## src/sv/lqm_pkg.sv

```systemverilog
// Shared types, codes and sizes for the linked queue manager.
package lqm_pkg;

  localparam int NumElems  = 64;
  localparam int NumQueues = 4;
  localparam int ElemW     = $clog2(NumElems);
  localparam int QueueW    = $clog2(NumQueues);
  localparam int LenW      = $clog2(NumElems + 1);

  typedef logic [ElemW-1:0]  elem_t;
  typedef logic [QueueW-1:0] queue_t;
  typedef logic [LenW-1:0]   len_t;

  typedef enum logic [1:0] {
    REQ_APPEND = 2'd0,
    REQ_REMOVE = 2'd1,
    REQ_SIZE   = 2'd2
  } req_e;

  typedef enum logic [1:0] {
    STS_OK     = 2'd0,
    STS_LINKED = 2'd1,
    STS_EMPTY  = 2'd2,
    STS_ABSENT = 2'd3
  } status_e;

  typedef enum logic [1:0] {
    ST_IDLE = 2'd0,
    ST_EXEC = 2'd1,
    ST_LINK = 2'd2,
    ST_RESP = 2'd3
  } state_e;

  typedef struct packed {
    logic [1:0] req_type;
    queue_t     queue_id;
    elem_t      elem_id;
  } in_word_t;

  typedef struct packed {
    logic [1:0] status;
    len_t       queue_length;
    elem_t      head_elem;
    logic       head_valid;
  } out_word_t;

  // controller -> datapath
  typedef struct packed {
    logic load;
    logic exec;
    logic link;
    logic resp;
  } cmd_t;

  // datapath -> controller
  typedef struct packed {
    logic need_link;
    logic out_busy;
  } sts_t;

endpackage

```

## src/sv/lqm_ctrl.sv

```systemverilog
// Request sequencer for the linked queue manager.
module lqm_ctrl (
  input  logic           clk_i,
  input  logic           rst_ni,
  input  logic           in_valid_i,
  output logic           in_stall_o,
  input  lqm_pkg::sts_t  sts_i,
  output lqm_pkg::cmd_t  cmd_o
);

  lqm_pkg::state_e state_q, state_d;

  always_ff @(posedge clk_i or negedge rst_ni) begin
    if (!rst_ni) begin
      state_q <= lqm_pkg::ST_IDLE;
    end else begin
      state_q <= state_d;
    end
  end

  always_comb begin
    state_d = state_q;
    unique case (state_q)
      lqm_pkg::ST_IDLE: begin
        if (in_valid_i) state_d = lqm_pkg::ST_EXEC;
      end
      lqm_pkg::ST_EXEC: begin
        state_d = sts_i.need_link ? lqm_pkg::ST_LINK : lqm_pkg::ST_RESP;
      end
      lqm_pkg::ST_LINK: begin
        state_d = lqm_pkg::ST_RESP;
      end
      lqm_pkg::ST_RESP: begin
        if (!sts_i.out_busy) state_d = lqm_pkg::ST_IDLE;
      end
      default: state_d = lqm_pkg::ST_IDLE;
    endcase
  end

  always_comb begin
    in_stall_o = (state_q != lqm_pkg::ST_IDLE);
    cmd_o.load = (state_q == lqm_pkg::ST_IDLE) && in_valid_i;
    cmd_o.exec = (state_q == lqm_pkg::ST_EXEC);
    cmd_o.link = (state_q == lqm_pkg::ST_LINK);
    cmd_o.resp = (state_q == lqm_pkg::ST_RESP) && !sts_i.out_busy;
  end

endmodule

```

## src/sv/lqm_dpath.sv

```systemverilog
// Link memories, queue descriptors and result register of the linked queue manager.
module lqm_dpath (
  input  logic                clk_i,
  input  logic                rst_ni,
  input  lqm_pkg::in_word_t   in_word_i,
  input  lqm_pkg::cmd_t       cmd_i,
  output lqm_pkg::sts_t       sts_o,
  output logic                out_valid_o,
  input  logic                out_stall_i,
  output lqm_pkg::out_word_t  out_word_o
);

  // latched request
  logic [1:0]      req_q;
  lqm_pkg::queue_t qid_q;
  lqm_pkg::elem_t  eid_q;

  // per-element state
  lqm_pkg::elem_t  next_mem  [lqm_pkg::NumElems];
  lqm_pkg::elem_t  prev_mem  [lqm_pkg::NumElems];
  lqm_pkg::queue_t owner_mem [lqm_pkg::NumElems];
  logic [lqm_pkg::NumElems-1:0] linked_q;
  lqm_pkg::elem_t  next_rd_q, prev_rd_q;
  lqm_pkg::queue_t owner_rd_q;

  // per-queue descriptors
  lqm_pkg::elem_t  head_q    [lqm_pkg::NumQueues];
  logic [lqm_pkg::NumQueues-1:0] present_q;
  lqm_pkg::len_t   len_q     [lqm_pkg::NumQueues];

  logic [1:0]      status_q, status_d;
  logic            out_valid_q;
  lqm_pkg::out_word_t out_q;

  logic            cur_present, cur_linked;
  lqm_pkg::elem_t  cur_head;
  lqm_pkg::len_t   cur_len;

  logic            nx_we, pv_we, ow_we;
  lqm_pkg::elem_t  nx_wa, nx_wd, pv_wa, pv_wd, prev_ra;
  logic            linked_set, linked_clr, head_we;
  lqm_pkg::elem_t  head_wd;
  logic            present_set, present_clr, len_inc, len_dec, len_clr;
  logic            need_link;

  assign cur_present = present_q[qid_q];
  assign cur_head    = head_q[qid_q];
  assign cur_len     = len_q[qid_q];
  assign cur_linked  = linked_q[eid_q];

  // append reads the tail behind the head, remove reads the element's own back link
  assign prev_ra = (in_word_i.req_type == lqm_pkg::REQ_APPEND) ?
                   head_q[in_word_i.queue_id] : in_word_i.elem_id;

  always_ff @(posedge clk_i) begin
    if (cmd_i.load) begin
      req_q <= in_word_i.req_type;
      qid_q <= in_word_i.queue_id;
      eid_q <= in_word_i.elem_id;
    end
  end

  always_comb begin
    nx_we       = 1'b0;
    nx_wa       = eid_q;
    nx_wd       = eid_q;
    pv_we       = 1'b0;
    pv_wa       = eid_q;
    pv_wd       = eid_q;
    ow_we       = 1'b0;
    linked_set  = 1'b0;
    linked_clr  = 1'b0;
    head_we     = 1'b0;
    head_wd     = eid_q;
    present_set = 1'b0;
    present_clr = 1'b0;
    len_inc     = 1'b0;
    len_dec     = 1'b0;
    len_clr     = 1'b0;
    need_link   = 1'b0;
    status_d    = lqm_pkg::STS_OK;
    if (cmd_i.exec) begin
      unique case (req_q)
        lqm_pkg::REQ_APPEND: begin
          if (cur_linked) begin
            status_d = lqm_pkg::STS_LINKED;
          end else begin
            linked_set = 1'b1;
            ow_we      = 1'b1;
            len_inc    = 1'b1;
            if (!cur_present) begin
              // sole entry: self-linked ring
              nx_we       = 1'b1;
              pv_we       = 1'b1;
              head_we     = 1'b1;
              present_set = 1'b1;
            end else begin
              // splice between tail and head; own links follow next cycle
              nx_we     = 1'b1;
              nx_wa     = prev_rd_q;
              pv_we     = 1'b1;
              pv_wa     = cur_head;
              need_link = 1'b1;
            end
          end
        end
        lqm_pkg::REQ_REMOVE: begin
          if (!cur_present) begin
            status_d = lqm_pkg::STS_EMPTY;
          end else if (!cur_linked || (owner_rd_q != qid_q)) begin
            status_d = lqm_pkg::STS_ABSENT;
          end else begin
            linked_clr = 1'b1;
            if (cur_len <= lqm_pkg::len_t'(1)) begin
              present_clr = 1'b1;
              len_clr     = 1'b1;
            end else begin
              if (cur_head == eid_q) begin
                head_we = 1'b1;
                head_wd = next_rd_q;
              end
              nx_we   = 1'b1;
              nx_wa   = prev_rd_q;
              nx_wd   = next_rd_q;
              pv_we   = 1'b1;
              pv_wa   = next_rd_q;
              pv_wd   = prev_rd_q;
              len_dec = 1'b1;
            end
          end
        end
        default: ;
      endcase
    end else if (cmd_i.link) begin
      nx_we = 1'b1;
      nx_wd = cur_head;
      pv_we = 1'b1;
      pv_wd = prev_rd_q;
    end
  end

  always_ff @(posedge clk_i) begin
    if (nx_we) next_mem[nx_wa] <= nx_wd;
    if (cmd_i.load) next_rd_q <= next_mem[in_word_i.elem_id];
  end

  always_ff @(posedge clk_i) begin
    if (pv_we) prev_mem[pv_wa] <= pv_wd;
    if (cmd_i.load) prev_rd_q <= prev_mem[prev_ra];
  end

  always_ff @(posedge clk_i) begin
    if (ow_we) owner_mem[eid_q] <= qid_q;
    if (cmd_i.load) owner_rd_q <= owner_mem[in_word_i.elem_id];
  end

  always_ff @(posedge clk_i or negedge rst_ni) begin
    if (!rst_ni) begin
      linked_q <= '0;
    end else if (linked_set) begin
      linked_q[eid_q] <= 1'b1;
    end else if (linked_clr) begin
      linked_q[eid_q] <= 1'b0;
    end
  end

  always_ff @(posedge clk_i) begin
    if (head_we) head_q[qid_q] <= head_wd;
  end

  always_ff @(posedge clk_i or negedge rst_ni) begin
    if (!rst_ni) begin
      present_q <= '0;
      for (int i = 0; i < lqm_pkg::NumQueues; i++) begin
        len_q[i] <= '0;
      end
    end else begin
      if (present_set) present_q[qid_q] <= 1'b1;
      else if (present_clr) present_q[qid_q] <= 1'b0;
      if (len_clr) len_q[qid_q] <= '0;
      else if (len_inc) len_q[qid_q] <= cur_len + lqm_pkg::len_t'(1);
      else if (len_dec) len_q[qid_q] <= cur_len - lqm_pkg::len_t'(1);
    end
  end

  always_ff @(posedge clk_i) begin
    if (cmd_i.exec) status_q <= status_d;
  end

  always_ff @(posedge clk_i or negedge rst_ni) begin
    if (!rst_ni) begin
      out_valid_q <= 1'b0;
    end else if (cmd_i.resp) begin
      out_valid_q <= 1'b1;
    end else if (!out_stall_i) begin
      out_valid_q <= 1'b0;
    end
  end

  always_ff @(posedge clk_i) begin
    if (cmd_i.resp) begin
      out_q.status       <= status_q;
      out_q.queue_length <= cur_len;
      out_q.head_elem    <= cur_present ? cur_head : '0;
      out_q.head_valid   <= cur_present;
    end
  end

  assign sts_o.need_link = need_link;
  assign sts_o.out_busy  = out_valid_q && out_stall_i;
  assign out_valid_o     = out_valid_q;
  assign out_word_o      = out_q;

endmodule

```

## src/sv/linked_queue_manager.sv

```systemverilog
// Top level of the linked queue manager: sequencer plus datapath.
//
// Keeps 64 elements, named by index, on 4 circular doubly linked queues.
// Each input word is one request (append, remove or size) and gives exactly
// one result word: status, queue length after the request and the head.
// Requests are handled one at a time. A request goes from accept to the
// result register in steps (accept with the link memory reads, update,
// result load); an append to a non-empty queue adds a link step, as the
// next and previous link memories each have one write port and the tail
// splice needs two writes to each. A further request is taken the cycle
// after the result is loaded, even while it waits downstream; the result
// register only holds the sequencer back when a second result is ready
// before the first has gone. Membership is checked with a per-element
// linked flag (cleared at reset) and an owner tag held in memory; link and
// owner entries are only read behind a set linked flag, so they need no
// clearing after reset. Request code 3 behaves as a size request. An empty
// queue reports head 0 with head_valid low.
module linked_queue_manager (
  input  logic                clk_i,
  input  logic                rst_ni,
  input  logic                in_valid_i,
  output logic                in_stall_o,
  input  lqm_pkg::in_word_t   in_word_i,
  output logic                out_valid_o,
  input  logic                out_stall_i,
  output lqm_pkg::out_word_t  out_word_o
);

  lqm_pkg::cmd_t cmd;
  lqm_pkg::sts_t sts;

  lqm_ctrl u_ctrl (
    .clk_i      (clk_i),
    .rst_ni     (rst_ni),
    .in_valid_i (in_valid_i),
    .in_stall_o (in_stall_o),
    .sts_i      (sts),
    .cmd_o      (cmd)
  );

  lqm_dpath u_dpath (
    .clk_i       (clk_i),
    .rst_ni      (rst_ni),
    .in_word_i   (in_word_i),
    .cmd_i       (cmd),
    .sts_o       (sts),
    .out_valid_o (out_valid_o),
    .out_stall_i (out_stall_i),
    .out_word_o  (out_word_o)
  );

endmodule
```

## config.mk

```make
export PLATFORM = sky130hd
export DESIGN_NAME = linked_queue_manager
export DESIGN_NICKNAME = d
export VERILOG_FILES = /design/src/sv/lqm_pkg.sv /design/src/sv/lqm_ctrl.sv /design/src/sv/lqm_dpath.sv /design/src/sv/linked_queue_manager.sv
export SDC_FILE = /design/constraint.sdc
export NUM_CORES = 1
export LEC_CHECK = 0
export BUFFER_PORTS_ARGS = -buffer_cell sky130_fd_sc_hd__buf_2
export CORE_UTILIZATION = 29
export CTS_CLUSTER_SIZE = 10
export DETAILED_ROUTE_END_ITERATION = 6
export SYNTH_ARGS = -nofsm -noshare
export SYNTH_HDL_FRONTEND = slang
export SYNTH_SLANG_ARGS = --single-unit
```

## constraint.sdc

```tcl
create_clock -name clk_i -period 17.55 [get_ports clk_i]
set_input_delay 4.3875 -clock clk_i [delete_from_list [all_inputs] [get_ports clk_i]]
set_output_delay 4.3875 -clock clk_i [all_outputs]
set_load 0.005 [all_outputs]
```

==> run_results.csv, run 1 <==
group,metric,value,unit
clocking,cts_max_level,3,
power,clock_power_share,0.332,
sta,setup_tns,0,ns
sta,timing.final.crit_share,0.462,
routing,drtIter0Drc,2499,
worst_setup_path,slowest_stage,"buf_4",
synth,synth_flop_cell,"edfxtp_1",
power,leakage,16.1,nW
routing,drt_pass1_iterations,7,
worst_setup_path,slowest_delay,0.91,ns
clocking,hold_buffers,0,
clocking,cts_tree,"built",
synth,syn_area,0.0441,mm^2
outcome,violations,"DRC",
power,p_per_area,135,mW/mm^2
synth,synthTopCellsByArea,"edfxtp_1, mux4_2, dfrtp_1",
die,core-area,0.150,mm^2
synth,synth-seq-cells,1063,
power,seq_power_share,0.489,
routing,avgViaCountPerCell,5.04,
sta,drv_slew,0,
routing,wl,108000,um
finish,final_area,0.0499,mm^2
synth,ys_types,73,
power,sw_frac_of_total,0.285,
die,die_width,392,um
die,ios,32,
worst_setup_path,critPathArrivalTime,8.51,ns
worst_setup_path,cp.required,17.95,ns
synth,yosysTopAreaCell,"edfxtp_1",
sta,setup_viol,0,
synth,synth_edf_count,962,
flow_run,cap_violations,0,
worst_setup_path,cp_max_fo,108,
power,p_comb_frac,0.179,
worst_setup_path,cp-start-kind,"input port",
die,dieArea,0.154,mm^2
sta,tightest_slew,1.34,ns
synth,synth-seq-area-share,0.712,
synth,synthTopCellsByCount,"edfxtp_1, nand2_1, nor2_1",
sta,rsz0062_at_grt,"false",
clocking,clockBufferDepth,3,
grt,grt_max_degree,109,
finish,drive_above_1_share,0.167,
sta,fin_skew,0.0797,ns
outcome,outcome,"complete, but fails checks",
power,p_total,6.76,mW
synth,syn-instance-count,2805,
grt,grt_first_pass_wirelength,161000,um
routing,drc,3,
power,peakVddDrop,90.3,uV
clocking,numCtsBuffers,120,
worst_setup_path,worstSetupPathType,"in -> reg",
finish,num-nets-final,2842,
routing,vias,24630,
placement,dpl_cell_area,0.0465,mm^2
grt,gr-total-overflow,0,
synth,yosysWarningCount,0,
sta,slew_headroom,0.103,
placement,portBuffers,31,
clocking,clk_pin_slew_worst_paths,0.06,ns
power,netSwitchingPower,1.93,mW
synth,syn_nets,2827,
clocking,post_cts_resized,0,
power,internal-power,4.83,mW
worst_setup_path,path_cells,"buf_2, nor2_1, mux2i_4, buf_4, buf_4, a31oi_1, a221o_1, a221o_1",
die,start_util,0.293,
placement,dp_hpwl,64200,um
sta,layout_min_cycle_time,8.10,ns
worst_setup_path,path_buf_inv,3,
clocking,post_cts_buffers,0,
finish,antenna_cells,0,
synth,yosysMostFrequentCell,"edfxtp_1",
worst_setup_path,cp-end-kind,"flip-flop",
grt,antenna_found_initial,3,
placement,place_congestion,0.824,
die,die_h,392,um
hold_path,hp-class,"reg -> reg",
clocking,clock_sinks,1063,
synth,async_reset_ff_frac,0.0931,
synth,syn_avg_cell_area,15.7,um^2
synth,yosysTopAreaCellShare,0.655,
grt,grt_pass1_vias,24567,
sta,fmax,0.123,GHz
die,rows,142,
routing,wl_per_cell,22.0,um
grt,grt_usage,0.139,
finish,area_growth_syn_to_layout,13.2,%
sta,finalHoldViolations,0,
clocking,clk_latency,0.72,ns
routing,ant_nets,0,
clocking,root_buffer,"clkbuf_16",
worst_setup_path,critPathTopFamily,"buffers and inverters",
## final cells by class
cell class                      instances  area (um^2)
Fill cell                           14478       100000
Clock buffer                          166         3260
Sequential cell                      1063        31400
Timing Repair Buffer                   67          443
Multi-Input combinational cell       1553        12100
Tap cell                             2016         2520
Inverter                               15         56.3
Clock inverter                         11          166
## sequential cells by signal (all words and copies together), names as in the netlist, named ones only
signal               cells
u_dpath.out_valid_o      1
u_dpath.head_q          24
u_dpath.out_word_o      16
u_dpath.prev_rd_q        6
u_ctrl.state_q           2
u_dpath.owner_rd_q       2
u_dpath.req_q            2
u_dpath.eid_q            6
u_dpath.prev_mem       384
u_dpath.owner_mem      128
u_dpath.next_rd_q        6
u_dpath.next_mem       384
u_dpath.qid_q            2
u_dpath.status_q         2
u_dpath.len_q           28
## metrics by stage
stage / setup WS [ns] / instances / hold slack (ns) / util
2_1_floorplan: 10.27 / 2805 / 0.400 / -
5_1_grt: 9.19 / 4891 / 0.505 / 0.332
6_report: 9.45 / 4891 / 0.481 / 0.332
4_1_cts: 9.57 / 4891 / 0.491 / 0.332
3_5_place_dp: 8.86 / 4714 / 0.482 / 0.309
3_3_place_gp: 8.85 / 4714 / 0.464 / 0.309
## cells by family after synthesis
group           share of synthesized area
flops                               0.712
xor+xnor                          0.00218
fa+ha+maj                         0.00227
compound gates                     0.0622
mux                                 0.120
simple gates                       0.0837
buf+inv                            0.0176
## cells in the final DEF (no fill, tap or decap), types with 5 or more instances in the layout
master	count
a211oi_1	54
a21oi_1	8
a221o_1	18
a221oi_1	12
a22oi_1	15
a31oi_1	52
and2_0	6
and2_1	53
and3_1	7
buf_2	28
buf_4	37
clkbuf_1	40
clkbuf_16	122
clkbuf_8	5
dfrtp_1	99
edfxtp_1	962
ha_1	8
inv_1	15
mux2_2	48
mux2i_1	46
mux4_2	189
nand2_1	390
nand2b_1	7
nand3_1	76
nand3b_1	9
nand4_1	10
nor2_1	191
nor2b_1	9
nor3_1	33
nor3_2	10
o211a_1	5
o21ai_0	185
o22ai_1	31
xnor2_1	7
## worst paths after layout
kind                             startpoint                      end  slack [ns]  depth (start not counted)
setup reg to reg           u_dpath.qid_q[0]  u_dpath.prev_mem[42][4]       11.19                         11
hold / removal                    flip-flop                flip-flop        0.48                          1
hold reg to reg                   flip-flop                flip-flop        0.48                          1
min in group asynchronous            rst_ni      u_dpath.out_valid_o        3.65                          1
setup / recovery               in_word_i[9]     u_dpath.prev_rd_q[2]        9.45                          8
max in group asynchronous            rst_ni        u_dpath.len_q[20]       12.57                          2
## metal layers
metal | global-route usage | up-vias | wire, um
li1 | - | 10900 | -
met3 | 0.0273 | 137 | 7040
met4 | 0.0295 | 0 | 1680
met5 | 0 | - | 0
met2 | 0.219 | 801 | 50800
met1 | 0.197 | 12792 | 48300
## power groups by stage
stage / Combinational [mW] / Sequential, mW / Clock (mW)
CTS: 1.22 / 3.30 / 2.29
detailed placement: 1.22 / 3.35 / 0
floorplan: 0.719 / 3.34 / 0
finish: 1.21 / 3.30 / 2.24
global route: 1.31 / 3.32 / 2.39
global placement: 1.20 / 3.35 / 0
No activity file was read; power rests on OpenSTA's default activity.
==> inputs of run 2 (changes only) <==
==> constraint.sdc (replaced) <==
create_clock -name clk_i -period 6.8 [get_ports clk_i]
set_input_delay 1.7 -clock clk_i [delete_from_list [all_inputs] [get_ports clk_i]]
set_output_delay 1.7 -clock clk_i [all_outputs]
set_load 0.005 [all_outputs]
==> run_results.csv, run 2 (synthesized netlist as in run 1, its figures left out) <==
group,metric,value,unit
finish,area_growth_syn_to_layout,13.3,%
sta,timing.final.crit_share,0.862,
sta,slew_headroom,0.143,
clocking,numCtsBuffers,119,
clocking,cts_tree,"built",
clocking,post_cts_resized,0,
finish,drive_above_1_share,0.168,
die,start_util,0.293,
worst_setup_path,cp.required,7.12,ns
routing,drc,0,
sta,drv_slew,0,
routing,ant_nets,0,
clocking,root_buffer,"clkbuf_16",
sta,layout_min_cycle_time,5.86,ns
clocking,hold_buffers,0,
finish,final_common_cell,"edfxtp_1",
sta,rsz0062_at_grt,"false",
worst_setup_path,worstSetupPathType,"reg -> reg",
placement,place_congestion,0.835,
clocking,clk_pin_slew_worst_paths,0.06,ns
worst_setup_path,cp_max_fo,21,
sta,setup_viol,0,
die,core-area,0.150,mm^2
placement,dp_hpwl,65700,um
sta,setup_tns,0,ns
worst_setup_path,cp-start-kind,"flip-flop",
die,dieArea,0.154,mm^2
routing,avgViaCountPerCell,5.04,
die,rows,142,
placement,portBuffers,31,
power,peakVddDrop,215,uV
clocking,clk_latency,0.70,ns
finish,num-nets-final,2849,
clocking,post_cts_buffers,0,
grt,grt_first_pass_wirelength,159000,um
finish,reg_top3,"u_dpath.next_mem: 384 flops, u_dpath.prev_mem: 384 flops, u_dpath.owner_mem: 128 flops",
worst_setup_path,critPathArrivalTime,6.19,ns
grt,gr-total-overflow,0,
power,netSwitchingPower,5.02,mW
routing,drtIter0Drc,2499,
sta,finalHoldViolations,0,
routing,drt_pass1_iterations,5,
grt,antenna_found_initial,7,
finish,post-route-util,0.332,
sta,tightest_slew,1.28,ns
sta,fin_skew,0.0428,ns
outcome,outcome,"finished, final reports clean",
clocking,clock_sinks,1063,
power,leakage,16.1,nW
die,ios,32,
finish,layout_common_cells,"edfxtp_1, nand2_1, nor2_1, mux4_2, o21ai_0",
routing,vias,24685,
routing,wl_per_cell,21.8,um
flow_run,cap_violations,0,
die,die_h,392,um
die,die_width,392,um
grt,grt_usage,0.138,
power,p_per_area,348,mW/mm^2
sta,fmax,0.171,GHz
clocking,clockBufferDepth,3,
sta,whs,0.479,ns
power,sw_frac_of_total,0.288,
worst_setup_path,cp-end-kind,"flip-flop",
power,seq_power_share,0.490,
routing,wl,107000,um
grt,grt_max_degree,193,
power,clock_power_share,0.325,
power,internal-power,12.4,mW
clocking,cts_max_level,3,
power,p_comb_frac,0.184,
hold_path,hp-class,"reg -> reg",
grt,grt_pass1_vias,24718,
## run 2: metrics by stage
stage / cell area (um^2) / setup slack, ns / power (mW) / std cells
floorplan: 44100 / 0.644 / 10.5 / 2805
global placement: 46600 / 1.15 / 11.8 / 4722
detailed placement: 46600 / 0.990 / 11.9 / 4722
CTS: 49900 / 0.987 / 17.5 / 4898
global route: 50000 / 0.533 / 18.0 / 4900
finish: 50000 / 0.939 / 17.4 / 4900
## run 2: worst paths after layout
| path | startpoint | slack, ns | end | cells past startpoint |
|---|---|---|---|---|
| max | u_dpath.eid_q[2] | 0.94 | u_dpath.prev_mem[11][5] | 9 |
| min | flip-flop | 0.48 | flip-flop | 1 |
| max reg2reg | u_dpath.eid_q[2] | 0.94 | u_dpath.prev_mem[11][5] | 9 |
| min reg2reg | flip-flop | 0.48 | flip-flop | 1 |
| max in group asynchronous | rst_ni | 4.57 | u_dpath.len_q[1] | 2 |
| min in group asynchronous | rst_ni | 1.06 | u_dpath.out_valid_o | 1 |
## run 2: critical path: stages (launching register included)
cell,delay [ns]
edfxtp_1,0.72
nor2b_1,0.77
a22oi_1,0.17
nand3_1,0.21
nand4_4,0.19
or2_1,0.56
o32a_1,0.69
a211o_1,0.44
nand3b_1,0.78
nor3_1,0.94
## run 2: final cells by class
class	count	area, um^2
Sequential cell	1063	31400
Fill cell	14465	100000
Timing Repair Buffer	75	578
Clock buffer	164	3170
Multi-Input combinational cell	1553	12100
Antenna cell	2	5.00
Tap cell	2016	2520
Clock inverter	12	145
Inverter	15	56.3
## run 2: power by group through the flow
| stage | Combinational (mW) | Clock (mW) | Sequential [mW] |
|---|---|---|---|
| CTS | 3.23 | 5.77 | 8.53 |
| floorplan | 1.86 | 0 | 8.62 |
| global placement | 3.18 | 0 | 8.66 |
| global route | 3.46 | 5.98 | 8.56 |
| finish | 3.21 | 5.66 | 8.53 |
| detailed placement | 3.22 | 0 | 8.66 |
## run 2: routing by layer
metal / part of all wire / up-vias / global-route usage
li1: - / 10932 / -
met1: 0.44 / 12667 / 0.191
met4: 0.023 / 4 / 0.0411
met2: 0.47 / 907 / 0.216
met5: 0.00025 / - / 0
met3: 0.072 / 175 / 0.0286
==> inputs of run 3 (changes only) <==
==> constraint.sdc (replaced) <==
create_clock -name clk_i -period 7.3 [get_ports clk_i]
set_input_delay 1.825 -clock clk_i [delete_from_list [all_inputs] [get_ports clk_i]]
set_output_delay 1.825 -clock clk_i [all_outputs]
set_load 0.005 [all_outputs]
==> run_results.csv, run 3 (synthesized netlist as in run 1, its figures left out) <==
group,metric,value,unit
hold_path,hp-class,"reg -> reg",
clocking,root_buffer,"clkbuf_16",
hold_path,min_path_cells,1,
grt,grt_pass1_vias,24408,
worst_setup_path,cp_max_fo,30,
clocking,hold_buffers,0,
routing,vias,24692,
worst_setup_path,r2r_cells,10,
flow_run,cap_violations,0,
clocking,clk_latency,0.73,ns
die,rows,142,
die,die_h,392,um
routing,drtIter0Drc,2581,
routing,avgViaCountPerCell,5.06,
sta,layout_min_cycle_time,6.69,ns
worst_setup_path,cp.required,7.65,ns
finish,area_growth_syn_to_layout,13.1,%
power,p_per_area,325,mW/mm^2
sta,slew_headroom,0.0153,
sta,setup_tns,0,ns
worst_setup_path,r2r_end,"u_dpath.prev_mem[14][3]",
placement,place_congestion,0.829,
die,core-area,0.150,mm^2
grt,grt_usage,0.137,
sta,finalHoldViolations,0,
worst_setup_path,r2r_slack,0.61,ns
clocking,cts_max_level,3,
routing,drc,0,
routing,ant_nets,0,
sta,timing.final.crit_share,0.917,
placement,dp_hpwl,63900,um
clocking,post_cts_resized,0,
grt,grt_first_pass_wirelength,159000,um
clocking,cts_tree,"built",
power,p_total,16.2,mW
finish,num-nets-final,2843,
finish,reg_top3,"u_dpath.next_mem: 384 flops, u_dpath.prev_mem: 384 flops, u_dpath.owner_mem: 128 flops",
sta,rsz0062_at_grt,"false",
finish,layout_common_cells,"edfxtp_1, nand2_1, nor2_1, mux4_2, o21ai_0",
die,start_util,0.293,
clocking,clk_pin_slew_worst_paths,0.06,ns
routing,wl,106000,um
clocking,clockBufferDepth,3,
worst_setup_path,slowest_delay,1.24,ns
finish,final_common_cell,"edfxtp_1",
worst_setup_path,worstSetupPathType,"reg -> reg",
worst_setup_path,slowest_stage,"a31oi_2",
placement,portBuffers,31,
outcome,outcome,"finished, final reports clean",
clocking,post_cts_buffers,0,
routing,wl_per_cell,21.8,um
sta,drv_slew,0,
clocking,clock_sinks,1063,
worst_setup_path,cp-start-kind,"flip-flop",
worst_setup_path,cp-end-kind,"flip-flop",
grt,grt_max_degree,193,
worst_setup_path,path_cells,"buf_4, mux2i_1, a22oi_1, nand3_1, nand4_4, or2_1, nand2_1, a31oi_2, nand3b_1, nor3_1",
sta,fmax,0.149,GHz
routing,drt_pass1_iterations,5,
clocking,numCtsBuffers,118,
finish,drive_above_1_share,0.167,
worst_setup_path,critPathArrivalTime,7.05,ns
worst_setup_path,r2r_start,"u_dpath.eid_q[0]",
die,dieArea,0.154,mm^2
power,leakage,16.1,nW
sta,fin_skew,0.0752,ns
finish,n_fill_cell,14431,
die,ios,32,
worst_setup_path,cp-startpoint,"u_dpath.eid_q[0]",
grt,antenna_found_initial,3,
grt,gr-total-overflow,0,
sta,tightest_slew,1.47,ns
power,peakVddDrop,246,uV
die,die_width,392,um
sta,setup_viol,0,
run 3: cell types whose count changed in the layout (fill, tap and decap cells not counted), sizes merged:
cell	change
inv	-3
clkinv	-1
bufinv	+1
buf	-5
clkbuf	-12
run 3: per-stage QoR:
| stage | hold WS, ns | utilization | setup slack (ns) | cell area (um^2) | std cells |
|---|---|---|---|---|---|
| 5_1_grt | 0.507 | 0.332 | 0.271 | 49900 | 4878 |
| 2_1_floorplan | 0.400 | - | 1.14 | 44100 | 2805 |
| 4_1_cts | 0.483 | 0.332 | 0.731 | 49900 | 4878 |
| 3_3_place_gp | 0.464 | 0.310 | 0.896 | 46500 | 4717 |
| 6_report | 0.479 | 0.332 | 0.609 | 49900 | 4880 |
| 3_5_place_dp | 0.471 | 0.310 | 0.699 | 46500 | 4717 |
run 3: how the worst max path moves through the flow:
| stage | endpoint | slack [ns] | cells past startpoint |
|---|---|---|---|
| 6_report | u_dpath.prev_mem[14][3] | 0.61 | 10 |
| 5_1_grt | u_dpath.prev_mem[13][5] | 0.27 | 10 |
| 4_1_cts | u_dpath.prev_mem[11][5] | 0.73 | 10 |
| 3_5_place_dp | u_dpath.prev_mem[11][1] | 0.70 | 10 |
| 3_3_place_gp | u_dpath.prev_mem[11][3] | 0.90 | 10 |
| 2_1_floorplan | u_dpath.prev_mem[0][1] | 1.14 | 8 |
run 3: layout make-up:
class / count / area [um^2] / share of cell area
Antenna cell: 2 / 5.00 / 0.000100
Multi-Input combinational cell: 1553 / 12100 / 0.242
Clock inverter: 9 / 220 / 0.00441
Inverter: 15 / 56.3 / 0.00113
Tap cell: 2016 / 2520 / 0.0505
Timing Repair Buffer: 70 / 490 / 0.00983
Sequential cell: 1063 / 31400 / 0.629
Clock buffer: 152 / 3130 / 0.0628
run 3: worst max-delay path, delay by kind of cell, from the launching register on:
family | cells | cell delay [ns]
AO/OA/AOI/OAI | 2 | 1.48
buffers and inverters | 1 | 0.52
AND/OR/NAND/NOR | 6 | 3.25
flip-flops | 1 | 0.92
multiplexers | 1 | 0.14
run 3: power by group:
group          switching (mW)  internal, mW  total (mW)
Combinational            2.20         0.769        2.97
Clock                    2.28          3.04        5.32
Sequential              0.187          7.75        7.94
run 3: per-layer routing:
metal  global-route usage  vias to the layer above  share of wire
li1                     -                    10892              -
met1                0.195                    12714           0.44
met2                0.215                      927           0.47
met3               0.0230                      159          0.070
met4               0.0357                        0          0.021
met5                    0                        -              0
